<file path="config.mk">
export PLATFORM = sky130hd
export DESIGN_NAME = sum_checked_frame_receiver_flat
export DESIGN_NICKNAME = d
export VERILOG_FILES = /design/src/hdl/scf_pkg.sv /design/src/hdl/scf_in_if.sv /design/src/hdl/scf_out_if.sv /design/src/hdl/sum_checked_frame_receiver.sv /design/src/hdl/scf_in_reg.sv /design/src/hdl/scf_core.sv /design/src/hdl/scf_out_reg.sv /design/src/flat_wrapper.sv
export SDC_FILE = /design/constraint.sdc
export NUM_CORES = 1
export LEC_CHECK = 0
export ABC_CLOCK_PERIOD_IN_PS = 13710
export CORE_ASPECT_RATIO = 0.5
export CORE_UTILIZATION = 66
export CTS_CLUSTER_DIAMETER = 120
export CTS_CLUSTER_SIZE = 28
export DETAILED_ROUTE_END_ITERATION = 8
export DONT_BUFFER_PORTS = 1
export PLACE_DENSITY = 0.88
export SLEW_MARGIN = 20
export SYNTH_ARGS = -nofsm -noshare
export SYNTH_HDL_FRONTEND = slang
export SYNTH_HIERARCHICAL = 1
export SYNTH_SLANG_ARGS = --single-unit
</file>
<file path="constraint.sdc">
create_clock -name i_clk -period 13.71 [get_ports i_clk]
set_clock_uncertainty 0.15 [all_clocks]
set_input_delay 2.742 -clock i_clk [delete_from_list [all_inputs] [get_ports i_clk]]
set_output_delay 2.742 -clock i_clk [all_outputs]
set_load 0.005 [all_outputs]
</file>
<file path="src/hdl/scf_pkg.sv">
// Shared types, status codes, register indexes and reset values for the
// sum checked frame receiver. No dependencies.
`timescale 1ns / 1ps

package scf_pkg;

    localparam logic [2:0] ST_NONE     = 3'd0;
    localparam logic [2:0] ST_STORED   = 3'd1;
    localparam logic [2:0] ST_OVERFLOW = 3'd2;
    localparam logic [2:0] ST_HDR_ERR  = 3'd3;
    localparam logic [2:0] ST_OK       = 3'd4;
    localparam logic [2:0] ST_SUM_ERR  = 3'd5;
    localparam logic [2:0] ST_TIMEOUT  = 3'd6;

    localparam logic REQ_BYTE = 1'b0;
    localparam logic REQ_TICK = 1'b1;

    localparam logic [1:0] CFG_HDR_LEN = 2'd0;
    localparam logic [1:0] CFG_HDR_VAL = 2'd1;
    localparam logic [1:0] CFG_LIMIT   = 2'd2;
    localparam logic [1:0] CFG_TIMEOUT = 2'd3;

    localparam logic [2:0]  HDR_LEN_MAX   = 3'd4;
    localparam logic [2:0]  RST_HDR_LEN   = 3'd1;
    localparam logic [31:0] RST_HDR_VAL   = 32'h0000_00FA;
    localparam logic [15:0] RST_LIMIT     = 16'd256;
    localparam logic [15:0] RST_TIMEOUT   = 16'd20;
    localparam logic [15:0] IDLE_SAT      = 16'hFFFF;

    typedef struct packed {
        logic       req_type;
        logic [7:0] rx_byte;
    } t_item;

    typedef struct packed {
        logic [2:0]  status;
        logic [15:0] byte_position;
        logic [7:0]  byte_value;
        logic [15:0] frame_length;
    } t_result;

endpackage

</file>
<file path="src/hdl/scf_in_if.sv">
// Input channel of the frame receiver: valid/ready handshake carrying one word.
// No dependencies.
`timescale 1ns / 1ps

interface scf_in_if;
    logic       valid;
    logic       ready;
    logic       req_type;
    logic [7:0] rx_byte;

    modport source(output valid, output req_type, output rx_byte, input ready);
    modport sink(input valid, input req_type, input rx_byte, output ready);
endinterface

</file>
<file path="src/hdl/scf_out_if.sv">
// Result channel of the frame receiver: valid/ready handshake carrying one word.
// No dependencies.
`timescale 1ns / 1ps

interface scf_out_if;
    logic        valid;
    logic        ready;
    logic [2:0]  status;
    logic [15:0] byte_position;
    logic [7:0]  byte_value;
    logic [15:0] frame_length;

    modport source(output valid, output status, output byte_position,
                   output byte_value, output frame_length, input ready);
    modport sink(input valid, input status, input byte_position,
                 input byte_value, input frame_length, output ready);
endinterface

</file>
<file path="src/hdl/sum_checked_frame_receiver.sv">
// A word accepted into the input register has its result formed by the core step logic and held in the result register.
// Throughput: one word per cycle while the result channel does not stall; the frame state updates once per word.
// Stalls on the result channel back up through the input register to the input ready.
// Reset is synchronous and active low: both stages empty, the frame state clears,
// and the configuration registers return to their default values.
`timescale 1ns / 1ps

module sum_checked_frame_receiver (
    input  logic        i_clk,
    input  logic        i_rst_n,
    input  logic        i_cfg_we,
    input  logic [1:0]  i_cfg_idx,
    input  logic [31:0] i_cfg_data,
    scf_in_if.sink      i_in,
    scf_out_if.source   o_out
);

    scf_pkg::t_item   in_item;
    scf_pkg::t_item   stage_item;
    scf_pkg::t_result core_res;
    scf_pkg::t_result out_res;
    logic             stage_valid;
    logic             out_ready;
    logic             fire;

    assign in_item.req_type = i_in.req_type;
    assign in_item.rx_byte  = i_in.rx_byte;
    assign fire             = stage_valid && out_ready;

    scf_in_reg u_in_reg (
        .i_clk   (i_clk),
        .i_rst_n (i_rst_n),
        .i_valid (i_in.valid),
        .i_item  (in_item),
        .o_ready (i_in.ready),
        .i_take  (out_ready),
        .o_valid (stage_valid),
        .o_item  (stage_item)
    );

    scf_core u_core (
        .i_clk      (i_clk),
        .i_rst_n    (i_rst_n),
        .i_cfg_we   (i_cfg_we),
        .i_cfg_idx  (i_cfg_idx),
        .i_cfg_data (i_cfg_data),
        .i_fire     (fire),
        .i_item     (stage_item),
        .o_res      (core_res)
    );

    scf_out_reg u_out_reg (
        .i_clk   (i_clk),
        .i_rst_n (i_rst_n),
        .i_valid (stage_valid),
        .i_res   (core_res),
        .o_ready (out_ready),
        .o_valid (o_out.valid),
        .i_ready (o_out.ready),
        .o_res   (out_res)
    );

    assign o_out.status        = out_res.status;
    assign o_out.byte_position = out_res.byte_position;
    assign o_out.byte_value    = out_res.byte_value;
    assign o_out.frame_length  = out_res.frame_length;

endmodule

</file>
<file path="src/hdl/scf_in_reg.sv">
// Input register stage: captures one word and holds it until the core takes it.
// Depends on scf_pkg.
`timescale 1ns / 1ps

module scf_in_reg (
    input  logic          i_clk,
    input  logic          i_rst_n,
    input  logic          i_valid,
    input  scf_pkg::t_item i_item,
    output logic          o_ready,
    input  logic          i_take,
    output logic          o_valid,
    output scf_pkg::t_item o_item
);

    logic           r_valid;
    scf_pkg::t_item r_item;

    assign o_ready = !r_valid || i_take;
    assign o_valid = r_valid;
    assign o_item  = r_item;

    always_ff @(posedge i_clk) begin
        if (!i_rst_n) begin
            r_valid <= 1'b0;
        end else if (o_ready) begin
            r_valid <= i_valid;
        end
    end

    always_ff @(posedge i_clk) begin
        if (o_ready && i_valid) begin
            r_item <= i_item;
        end
    end

endmodule

</file>
<file path="src/hdl/scf_core.sv">
// Frame state, configuration registers and the per-word step logic.
// Depends on scf_pkg.
`timescale 1ns / 1ps

module scf_core (
    input  logic            i_clk,
    input  logic            i_rst_n,
    input  logic            i_cfg_we,
    input  logic [1:0]      i_cfg_idx,
    input  logic [31:0]     i_cfg_data,
    input  logic            i_fire,
    input  scf_pkg::t_item  i_item,
    output scf_pkg::t_result o_res
);

    logic [2:0]  r_hdr_len;
    logic [31:0] r_hdr_val;
    logic [15:0] r_limit;
    logic [15:0] r_timeout;

    logic [15:0] r_count,   n_count;
    logic        r_hdr_acc, n_hdr_acc;
    logic        r_mism,    n_mism;
    logic [15:0] r_len,     n_len;
    logic [7:0]  r_sum,     n_sum;
    logic [7:0]  r_prev,    n_prev;
    logic [15:0] r_idle,    n_idle;

    logic [2:0]  hl;
    logic [7:0]  hdr_byte;
    logic [15:0] cnt;
    logic        mism;
    logic        acc;
    logic        clear;
    logic        hdr_err;
    logic [15:0] len;

    always_ff @(posedge i_clk) begin
        if (!i_rst_n) begin
            r_hdr_len <= scf_pkg::RST_HDR_LEN;
            r_hdr_val <= scf_pkg::RST_HDR_VAL;
            r_limit   <= scf_pkg::RST_LIMIT;
            r_timeout <= scf_pkg::RST_TIMEOUT;
        end else if (i_cfg_we) begin
            case (i_cfg_idx)
                scf_pkg::CFG_HDR_LEN: r_hdr_len <= i_cfg_data[2:0];
                scf_pkg::CFG_HDR_VAL: r_hdr_val <= i_cfg_data;
                scf_pkg::CFG_LIMIT:   r_limit   <= i_cfg_data[15:0];
                scf_pkg::CFG_TIMEOUT: r_timeout <= i_cfg_data[15:0];
                default: ;
            endcase
        end
    end

    assign hl       = (r_hdr_len > scf_pkg::HDR_LEN_MAX) ? scf_pkg::HDR_LEN_MAX : r_hdr_len;
    assign hdr_byte = 8'(r_hdr_val >> {r_count[1:0], 3'b000});

    always_comb begin
        n_count   = r_count;
        n_hdr_acc = r_hdr_acc;
        n_mism    = r_mism;
        n_len     = r_len;
        n_sum     = r_sum;
        n_prev    = r_prev;
        n_idle    = r_idle;
        o_res     = '0;
        clear     = 1'b0;
        hdr_err   = 1'b0;
        cnt       = r_count + 16'd1;
        mism      = r_mism;
        acc       = r_hdr_acc;
        len       = r_len;

        if (i_item.req_type == scf_pkg::REQ_TICK) begin
            o_res.status = scf_pkg::ST_NONE;
            if (r_count != 16'd0) begin
                n_idle = (r_idle != scf_pkg::IDLE_SAT) ? r_idle + 16'd1 : r_idle;
                o_res.frame_length = r_len;
                if (n_idle >= r_timeout) begin
                    clear = 1'b1;
                    if (r_hdr_acc) begin
                        o_res.status = scf_pkg::ST_TIMEOUT;
                    end
                end
            end
        end else begin
            n_idle              = 16'd0;
            o_res.byte_position = r_count;
            o_res.byte_value    = i_item.rx_byte;
            if ({1'b0, r_count} + 17'd1 >= {1'b0, r_limit}) begin
                clear        = 1'b1;
                o_res.status = scf_pkg::ST_OVERFLOW;
            end else begin
                if (r_count < {13'd0, hl} && i_item.rx_byte != hdr_byte) begin
                    mism = 1'b1;
                end
                n_mism  = mism;
                n_sum   = r_sum + i_item.rx_byte;
                n_count = cnt;
                n_prev  = i_item.rx_byte;
                if (!r_hdr_acc && {1'b0, cnt} >= {14'd0, hl} + 17'd2) begin
                    if (mism) begin
                        hdr_err = 1'b1;
                    end else begin
                        len = {r_prev, i_item.rx_byte};
                        acc = 1'b1;
                    end
                end
                if (hdr_err) begin
                    clear        = 1'b1;
                    o_res.status = scf_pkg::ST_HDR_ERR;
                end else begin
                    n_len              = len;
                    n_hdr_acc          = acc;
                    o_res.frame_length = len;
                    if (acc && {2'b00, cnt} >= {2'b00, len} + {15'd0, hl} + 18'd2) begin
                        clear        = 1'b1;
                        o_res.status = (r_sum == i_item.rx_byte) ? scf_pkg::ST_OK
                                                                 : scf_pkg::ST_SUM_ERR;
                    end else begin
                        o_res.status = scf_pkg::ST_STORED;
                    end
                end
            end
        end

        if (clear) begin
            n_count   = 16'd0;
            n_hdr_acc = 1'b0;
            n_mism    = 1'b0;
            n_len     = 16'd0;
            n_sum     = 8'd0;
            n_idle    = 16'd0;
        end
    end

    always_ff @(posedge i_clk) begin
        if (!i_rst_n) begin
            r_count   <= 16'd0;
            r_hdr_acc <= 1'b0;
            r_mism    <= 1'b0;
            r_len     <= 16'd0;
            r_sum     <= 8'd0;
            r_prev    <= 8'd0;
            r_idle    <= 16'd0;
        end else if (i_fire) begin
            r_count   <= n_count;
            r_hdr_acc <= n_hdr_acc;
            r_mism    <= n_mism;
            r_len     <= n_len;
            r_sum     <= n_sum;
            r_prev    <= n_prev;
            r_idle    <= n_idle;
        end
    end

    a_acc_count: assert property (@(posedge i_clk) disable iff (!i_rst_n)
        r_hdr_acc |-> r_count >= 16'd2)
        else $error("header accepted with fewer than two bytes counted");

    a_len_idle: assert property (@(posedge i_clk) disable iff (!i_rst_n)
        !r_hdr_acc |-> r_len == 16'd0)
        else $error("length held without an accepted header");

    a_empty_idle: assert property (@(posedge i_clk) disable iff (!i_rst_n)
        r_count == 16'd0 |-> r_idle == 16'd0 && r_sum == 8'd0)
        else $error("empty frame with nonzero idle count or sum");

    a_done_clear: assert property (@(posedge i_clk) disable iff (!i_rst_n)
        i_fire && (o_res.status == scf_pkg::ST_OK || o_res.status == scf_pkg::ST_SUM_ERR)
        |=> r_count == 16'd0 && !r_hdr_acc)
        else $error("frame not cleared after completion");

endmodule

</file>
<file path="src/hdl/scf_out_reg.sv">
// Result register: holds one result word until the downstream side takes it.
// Depends on scf_pkg.
`timescale 1ns / 1ps

module scf_out_reg (
    input  logic             i_clk,
    input  logic             i_rst_n,
    input  logic             i_valid,
    input  scf_pkg::t_result i_res,
    output logic             o_ready,
    output logic             o_valid,
    input  logic             i_ready,
    output scf_pkg::t_result o_res
);

    logic             r_valid;
    scf_pkg::t_result r_res;

    assign o_ready = !r_valid || i_ready;
    assign o_valid = r_valid;
    assign o_res   = r_res;

    always_ff @(posedge i_clk) begin
        if (!i_rst_n) begin
            r_valid <= 1'b0;
        end else if (o_ready) begin
            r_valid <= i_valid;
        end
    end

    always_ff @(posedge i_clk) begin
        if (o_ready && i_valid) begin
            r_res <= i_res;
        end
    end

endmodule

</file>
<file path="src/flat_wrapper.sv">
// flat-port wrapper written by rule: the top's interface ports become plain ports
module sum_checked_frame_receiver_flat 
  (i_clk, i_rst_n, i_cfg_we, i_cfg_idx, i_cfg_data, i_in_valid, i_in_req_type, i_in_rx_byte, i_in_ready, o_out_valid, o_out_status, o_out_byte_position, o_out_byte_value, o_out_frame_length, o_out_ready);
  scf_in_if i_in_i ();
  scf_out_if o_out_i ();
  input  logic i_clk;
  input  logic i_rst_n;
  input  logic i_cfg_we;
  input  logic [1:0] i_cfg_idx;
  input  logic [31:0] i_cfg_data;
  input wire logic [$bits(i_in_i.valid)-1:0] i_in_valid;
  input wire logic [$bits(i_in_i.req_type)-1:0] i_in_req_type;
  input wire logic [$bits(i_in_i.rx_byte)-1:0] i_in_rx_byte;
  output wire logic [$bits(i_in_i.ready)-1:0] i_in_ready;
  output wire logic [$bits(o_out_i.valid)-1:0] o_out_valid;
  output wire logic [$bits(o_out_i.status)-1:0] o_out_status;
  output wire logic [$bits(o_out_i.byte_position)-1:0] o_out_byte_position;
  output wire logic [$bits(o_out_i.byte_value)-1:0] o_out_byte_value;
  output wire logic [$bits(o_out_i.frame_length)-1:0] o_out_frame_length;
  input wire logic [$bits(o_out_i.ready)-1:0] o_out_ready;
  assign i_in_i.valid = i_in_valid;
  assign i_in_i.req_type = i_in_req_type;
  assign i_in_i.rx_byte = i_in_rx_byte;
  assign i_in_ready = i_in_i.ready;
  assign o_out_valid = o_out_i.valid;
  assign o_out_status = o_out_i.status;
  assign o_out_byte_position = o_out_i.byte_position;
  assign o_out_byte_value = o_out_i.byte_value;
  assign o_out_frame_length = o_out_i.frame_length;
  assign o_out_i.ready = o_out_ready;
  sum_checked_frame_receiver u_core (.i_clk(i_clk), .i_rst_n(i_rst_n), .i_cfg_we(i_cfg_we), .i_cfg_idx(i_cfg_idx), .i_cfg_data(i_cfg_data), .i_in(i_in_i), .o_out(o_out_i));
endmodule
</file>
==> flow_summary.json, run 1 <==
{
  "cts.repair.resized": 0,
  "antenna_found_initial": 0,
  "hpwl_um": 18600,
  "ys_types": 71,
  "synth-edff-count": 52,
  "grt_usage_pct": 33.8,
  "synth.top_cell.area_share_pct": 26.1,
  "die-area_um2": 16200,
  "netlist_area_um2": 10400,
  "routabilityCongestion": 0.955,
  "sequentialPowerShare_pct": 50.0,
  "crit_fanout": 31,
  "worstSetupPathType": "reg2reg",
  "tns_ns": 0,
  "vias": 8480,
  "area_delta_synth_final_pct": 5.68,
  "worstMarginPinSlew_ns": 1.16,
  "drc": 12,
  "ir_drop_uv": 93.8,
  "timing.fmax_ghz": 0.113,
  "setup_viol": 0,
  "grt_max_degree": 71,
  "sw_frac_of_total_pct": 24.3,
  "period_needed_ns": 8.83,
  "clkPwrFrac_pct": 43.4,
  "worst_slew_margin_rel_pct": 22.8,
  "status": "finished, violations left",
  "hold_buffers": 0,
  "drt_first_pass_iters": 7,
  "p_comb_share_pct": 6.6,
  "cts_root_buffer": "clkbuf_16",
  "cpPeakStageDelay_ns": 0.89,
  "end_kind": "register",
  "final_nets": 1227,
  "vias_per_cell": 6.43,
  "worstSetupStartpointType": "register",
  "cts_setup_buffers": 0,
  "final-instance-count-excl-fill": 1318,
  "power_switching_w": 0.000291,
  "p_total_w": 0.00120,
  "crit_required_ns": 13.94,
  "drv_slew": 0,
  "h-tree-depth": 4,
  "synth_area_leader_cell": "dfxtp_1",
  "cts.clk_slew.worst_paths_ns": 0.08,
  "cap_violations": 0,
  "violations": "design-rule violations",
  "io_buffers": 0,
  "p_leak_nw": 4.28,
  "clkSinkCount": 187,
  "worstPathArrival_ns": 9.06,
  "period_share_pct": 64.4,
  "ys_seq_area_share_pct": 41.2,
  "rsz0062_at_grt": "false",
  "diodes": 0,
  "synth_cells": 1152,
  "crit_slowest_cell": "o2111ai_4",
  "ys_warn_count": 6,
  "grt_pass1_vias": 8138,
  "grt_pass1_wl_um": 42200,
  "ys.flop_type": "dfxtp_1",
  "drtIter0Drc": 1111,
  "ios": 93,
  "min_path_type": "reg2reg",
  "cts_tree": "yes",
  "rows": 31,
  "grt-ovfl-total": 0,
  "wl_per_cell_um": 19.8,
  "synth_area_leaders": "dfxtp_1 (26%), edfxtp_1 (15%), ha_1 (8.5%), nand2_1 (7.1%), a21oi_1 (4.3%)",
  "synth-seq-cells": 187,
  "crit_top_cell": "ha_1",
  "clock_path_buffers": 2,
  "die_y_um": 90.6,
  "synth.avg_cell_area_um2": 8.99,
  "drive_gt1_share_pct": 5.45,
  "clock_latency_ns": 0.44,
  "core_um2": 14900,
  "postRouteAntennaNets": 0,
  "dpl.cell_count": 1286,
  "syn_nets": 1272,
  "cts_buffers": 17,
  "powerDensity_nw_per_um2": 110,
  "die_x_um": 179,
  "wl_um": 26200,
  "start_util_pct": 69.5,
  "finalHoldViolCount": 0,
  "synthArstFlopShare_pct": 0,
  "internal_power_w": 0.000909
}
==> per-layer routing <==
layer	global-route usage (%)	up-vias	part of all wire [%]
li1	-	3932	-
met1	45.9	4027	43
met2	51.6	464	44
met3	9.34	57	10
met4	11.9	0	2.4
met5	0	-	0
==> path summary, 6_finish.rpt <==
check / startpoint / to / slack (ns) / cells after the start
min: u_core/u_core/r_hdr_val[13]$_SDFFE_PN0P_ / u_core/u_core/r_hdr_val[13]$_SDFFE_PN0P_ / 0.30 / 2
min reg2reg: u_core/u_core/r_hdr_val[13]$_SDFFE_PN0P_ / u_core/u_core/r_hdr_val[13]$_SDFFE_PN0P_ / 0.30 / 2
max reg2reg: u_core/u_core/r_count[0]$_SDFFE_PN0P_ / u_core/u_core/r_count[12]$_SDFFE_PN0P_ / 4.88 / 27
max: u_core/u_core/r_count[0]$_SDFFE_PN0P_ / u_core/u_core/r_count[12]$_SDFFE_PN0P_ / 4.88 / 27
==> stage by stage <==
| stage | hold WS (ns) | util [%] | area, um^2 | worst slack (ns) |
|---|---|---|---|---|
| finish | 0.305 | 73.5 | 10900 | 4.88 |
| global route | 0.323 | 73.5 | 10900 | 4.44 |
| CTS | 0.303 | 73.4 | 10900 | 5.06 |
| detailed placement | 0.293 | 69.3 | 10300 | 5.17 |
| global placement | 0.289 | 69.3 | 10300 | 5.49 |
| floorplan | 0.279 | - | 10400 | 6.53 |
==> state kept, by name, indices dropped and copies added (netlist names) <==
register and flops:
u_core/u_core/r_count 16, u_core/u_core/r_hdr_acc 1, u_core/u_core/r_hdr_len 3, u_core/u_core/r_hdr_val 32, u_core/u_core/r_idle 16, u_core/u_core/r_len 16
u_core/u_core/r_limit 16, u_core/u_core/r_mism 1, u_core/u_core/r_prev 8, u_core/u_core/r_sum 8, u_core/u_core/r_timeout 16, u_core/u_in_reg/o_item 9
u_core/u_in_reg/o_valid 1, u_core/u_out_reg/o_res 43, u_core/u_out_reg/o_valid 1
==> area by class of cell <==
cell class              instances  area [um^2]
multi-input cells             839         5560
inverters                      58          218
well taps                     198          248
repair buffers                  4         30.0
flip-flops and latches        187         4260
clock buffers                  18          439
fillers                      1095         3950
clock inverters                14          181
==> power by group through the flow <==
| stage | logic [W] | clock network (W) | registers (W) |
|---|---|---|---|
| after floorplan | 0.0000658 | 0 | 0.000604 |
| after global placement | 0.0000746 | 0 | 0.000611 |
| after detailed placement | 0.0000774 | 0 | 0.000612 |
| after CTS | 0.0000783 | 0.000524 | 0.000599 |
| after global routing | 0.0000875 | 0.000547 | 0.000601 |
| final | 0.0000797 | 0.000520 | 0.000600 |
==> worst max-delay path, delay by kind of cell, from the launching register on <==
kind | cells | cell delay [ns]
flops | 1 | 0.87
mux | 2 | 0.48
fa+ha+maj | 6 | 2.10
buf+inv | 1 | 0.09
xor+xnor | 2 | 0.44
compound gates | 11 | 3.38
simple gates | 5 | 1.26
==> cell usage after synthesis, types with 8 or more instances <==
cell and instances:
nand2_1 197, dfxtp_1 135, a21oi_1 90, ha_1 70
nor2_1 68, inv_1 57, edfxtp_1 52, clkbuf_1 48
nand3_1 48, xnor2_1 46, a22o_1 33, o21ai_0 33
nor2b_1 31, mux2i_1 25, and3_1 18, xor2_1 17
nand4_1 15, a31oi_1 12, nor3_1 12, buf_2 10
a21boi_0 8, a21o_1 8, and2_1 8
==> layout by cell type (no fill, tap or decap), drive strengths merged, types with 5 or more instances in the layout <==
master  synthesis  final
dfxtp         135    135
a21o            8      8
nor2b          31     31
o21ai          36     36
nand4          15     15
nor3           13     13
nor4            5      5
edfxtp         52     52
nor2           68     68
nand3          51     51
mux2i          25     25
nand2         197    197
a21oi          91     91
inv            57     63
a21boi         10     10
mux4            8      8
and2           10     10
clkbuf         49     18
and3           18     18
o31ai           5      5
nand2b          8      8
xnor2          46     46
xor2           17     17
a31oi          12     12
ha             70     70
a22o           33     33
o21a            6      6
o22ai           6      6
==> cell families after synthesis <==
logic type	count (synthesis)	synth area share, %
XOR/XNOR	63	5.33
multiplexers	34	4.48
other	1	0.0362
AND/OR/NAND/NOR	435	19.8
buffers and inverters	126	5.17
adder cells (fa/ha/maj)	74	9.07
flip-flops	187	41.2
AO/OA/AOI/OAI	232	15.0
Power figures use the tool's default switching activity.
==> run 2: changes to the inputs <==
- ABC_CLOCK_PERIOD_IN_PS: 13710 -> 7800
- CORE_UTILIZATION: 66 -> 58
- PLACE_DENSITY: 0.88 -> 0.82
- clock period: 13.71 -> 7.8 ns (I/O delays scaled with it)
==> flow_summary.json, run 2 (synthesis results as in run 1) <==
{
  "cts.clk_slew.worst_paths_ns": 0.08,
  "die_y_um": 96.5,
  "num-fill-cells": 1446,
  "hpwl_um": 18900,
  "cts_buffers": 17,
  "drv_slew": 0,
  "worstSetupPathType": "reg2reg",
  "largest_reg_flops": 43,
  "timing.hold.ws_ns": 0.301,
  "worst_slack_ns": 0.429,
  "cts_root_buffer": "clkbuf_16",
  "clock_latency_ns": 0.44,
  "wl_um": 26500,
  "core_um2": 17400,
  "clkSinkCount": 187,
  "grt_max_degree": 70,
  "vias_per_cell": 6.15,
  "min_path_type": "reg2reg",
  "cts_setup_buffers": 0,
  "setup_viol": 0,
  "end_kind": "register",
  "antenna_found_initial": 0,
  "grt_usage_pct": 29.0,
  "final_common_cell": "nand2_1",
  "cap_violations": 0,
  "post-place-ws_ns": 0.535,
  "grt_pass1_wl_um": 40900,
  "timing.fmax_ghz": 0.136,
  "cts_tree": "yes",
  "period_share_pct": 94.5,
  "vias": 8358,
  "drt_first_pass_iters": 5,
  "die-area_um2": 18400,
  "ir_drop_uv": 157,
  "final_util_pct": 63.2,
  "ios": 93,
  "sequentialPowerShare_pct": 51.2,
  "diodes": 0,
  "layout_common_cells": "nand2_1 (197), dfxtp_1 (135), a21oi_1 (90)",
  "worstMarginPinSlew_ns": 1.14,
  "routabilityCongestion": 0.980,
  "cts.repair.resized": 0,
  "h-tree-depth": 4,
  "wl_per_cell_um": 19.5,
  "grt-ovfl-total": 0,
  "worstPathArrival_ns": 7.59,
  "drtIter0Drc": 866,
  "rsz0062_at_grt": "false",
  "clock_path_buffers": 2,
  "crit_required_ns": 8.02,
  "p_leak_nw": 4.28,
  "clkPwrFrac_pct": 42.0,
  "area_delta_synth_final_pct": 6.10,
  "p_comb_share_pct": 6.9,
  "finalHoldViolCount": 0,
  "sw_frac_of_total_pct": 25.0,
  "start_util_pct": 59.5,
  "period_needed_ns": 7.37,
  "power_switching_w": 0.000515,
  "die_x_um": 191,
  "hold_buffers": 0,
  "status": "finished, final reports clean",
  "worst_slew_margin_rel_pct": 24.2,
  "io_buffers": 0,
  "drive_gt1_share_pct": 5.78,
  "tns_ns": 0,
  "crit_fanout": 12,
  "rows": 34,
  "worstSetupStartpointType": "register",
  "powerDensity_nw_per_um2": 187,
  "postRouteAntennaNets": 0,
  "internal_power_w": 0.00154,
  "grt_pass1_vias": 7724,
  "drc": 0,
  "final_nets": 1231
}
run 2: changes by cell type in the layout (fill, tap and decap cells not counted):
| cell | previous run | this run |
|---|---|---|
| clkbuf_16 | 17 | 18 |
| inv_6 | 5 | 3 |
| bufinv_16 | 3 | 1 |
| clkbuf_1 | 0 | 1 |
| clkinv_4 | 2 | 5 |
| nand3_1 | 48 | 47 |
| buf_4 | 4 | 8 |
| nand3_2 | 3 | 4 |
| clkbuf_8 | 1 | 0 |
run 2: through the flow:
stage / total power (W) / cells / area [um^2]
2_1_floorplan: 0.00118 / 1152 / 10400
3_3_place_gp: 0.00121 / 1326 / 10400
3_5_place_dp: 0.00121 / 1326 / 10400
4_1_cts: 0.00206 / 1358 / 11000
5_1_grt: 0.00212 / 1358 / 11000
6_report: 0.00206 / 1358 / 11000
run 2: worst paths after layout:
check | from | cells after the start | end | slack [ns]
setup / recovery | u_core/u_core/r_count[0]$_SDFFE_PN0P_ | 27 | u_core/u_core/r_len[14]$_SDFFE_PN0P_ | 0.43
hold / removal | u_core/u_core/r_hdr_val[0]$_SDFFE_PN0P_ | 2 | u_core/u_core/r_hdr_val[0]$_SDFFE_PN0P_ | 0.30
setup reg to reg | u_core/u_core/r_count[0]$_SDFFE_PN0P_ | 27 | u_core/u_core/r_len[14]$_SDFFE_PN0P_ | 0.43
hold reg to reg | u_core/u_core/r_hdr_val[0]$_SDFFE_PN0P_ | 2 | u_core/u_core/r_hdr_val[0]$_SDFFE_PN0P_ | 0.30
run 2: cell type report:
| class | instances | area, um^2 | area share [%] |
|---|---|---|---|
| multi-input combinational | 839 | 5570 | 50.7 |
| timing repair buffer | 8 | 60.1 | 0.547 |
| tap | 234 | 293 | 2.66 |
| sequential | 187 | 4260 | 38.8 |
| inverter | 58 | 218 | 1.98 |
| clock inverter | 13 | 130 | 1.18 |
| clock buffer | 19 | 454 | 4.13 |
run 2: per-layer routing:
metal	wire length, um	part of all wire, %	up-vias	track usage, %
li1	-	-	3928	-
met1	12200	46	4019	39.6
met2	11800	44	365	45.8
met3	2100	7.9	46	6.10
met4	516	1.9	0	10.1
met5	0	0	-	0
run 2: worst max-delay path, stage by stage (launching register included):
cell       delay (ns)
dfxtp_1          0.55
ha_1             0.32
xor2_1           0.34
ha_1             0.30
o21a_1           0.20
a2111oi_4        0.39
o2111ai_2        0.24
o2111ai_4        0.37
mux2i_1          0.32
inv_1            0.07
ha_1             0.32
ha_1             0.31
a21o_1           0.18
maj3_4           0.38
and2_1           0.21
nand2_1          0.09
xnor2_1          0.12
mux2i_1          0.09
ha_1             0.35
a21oi_1          0.14
nand2_1          0.07
a21oi_1          0.15
o21ai_0          0.10
a211oi_1         0.38
nor3_4           0.08
a21oi_4          0.32
and3_1           0.53
a22o_1           0.21
run 2: power by group through the flow:
stage | combinational [W] | sequential, W | clock (W)
after floorplan | 0.000116 | 0.00106 | 0
after detailed placement | 0.000138 | 0.00107 | 0
after global placement | 0.000133 | 0.00107 | 0
after CTS | 0.000139 | 0.00105 | 0.000873
after global routing | 0.000155 | 0.00106 | 0.000912
final | 0.000141 | 0.00105 | 0.000864
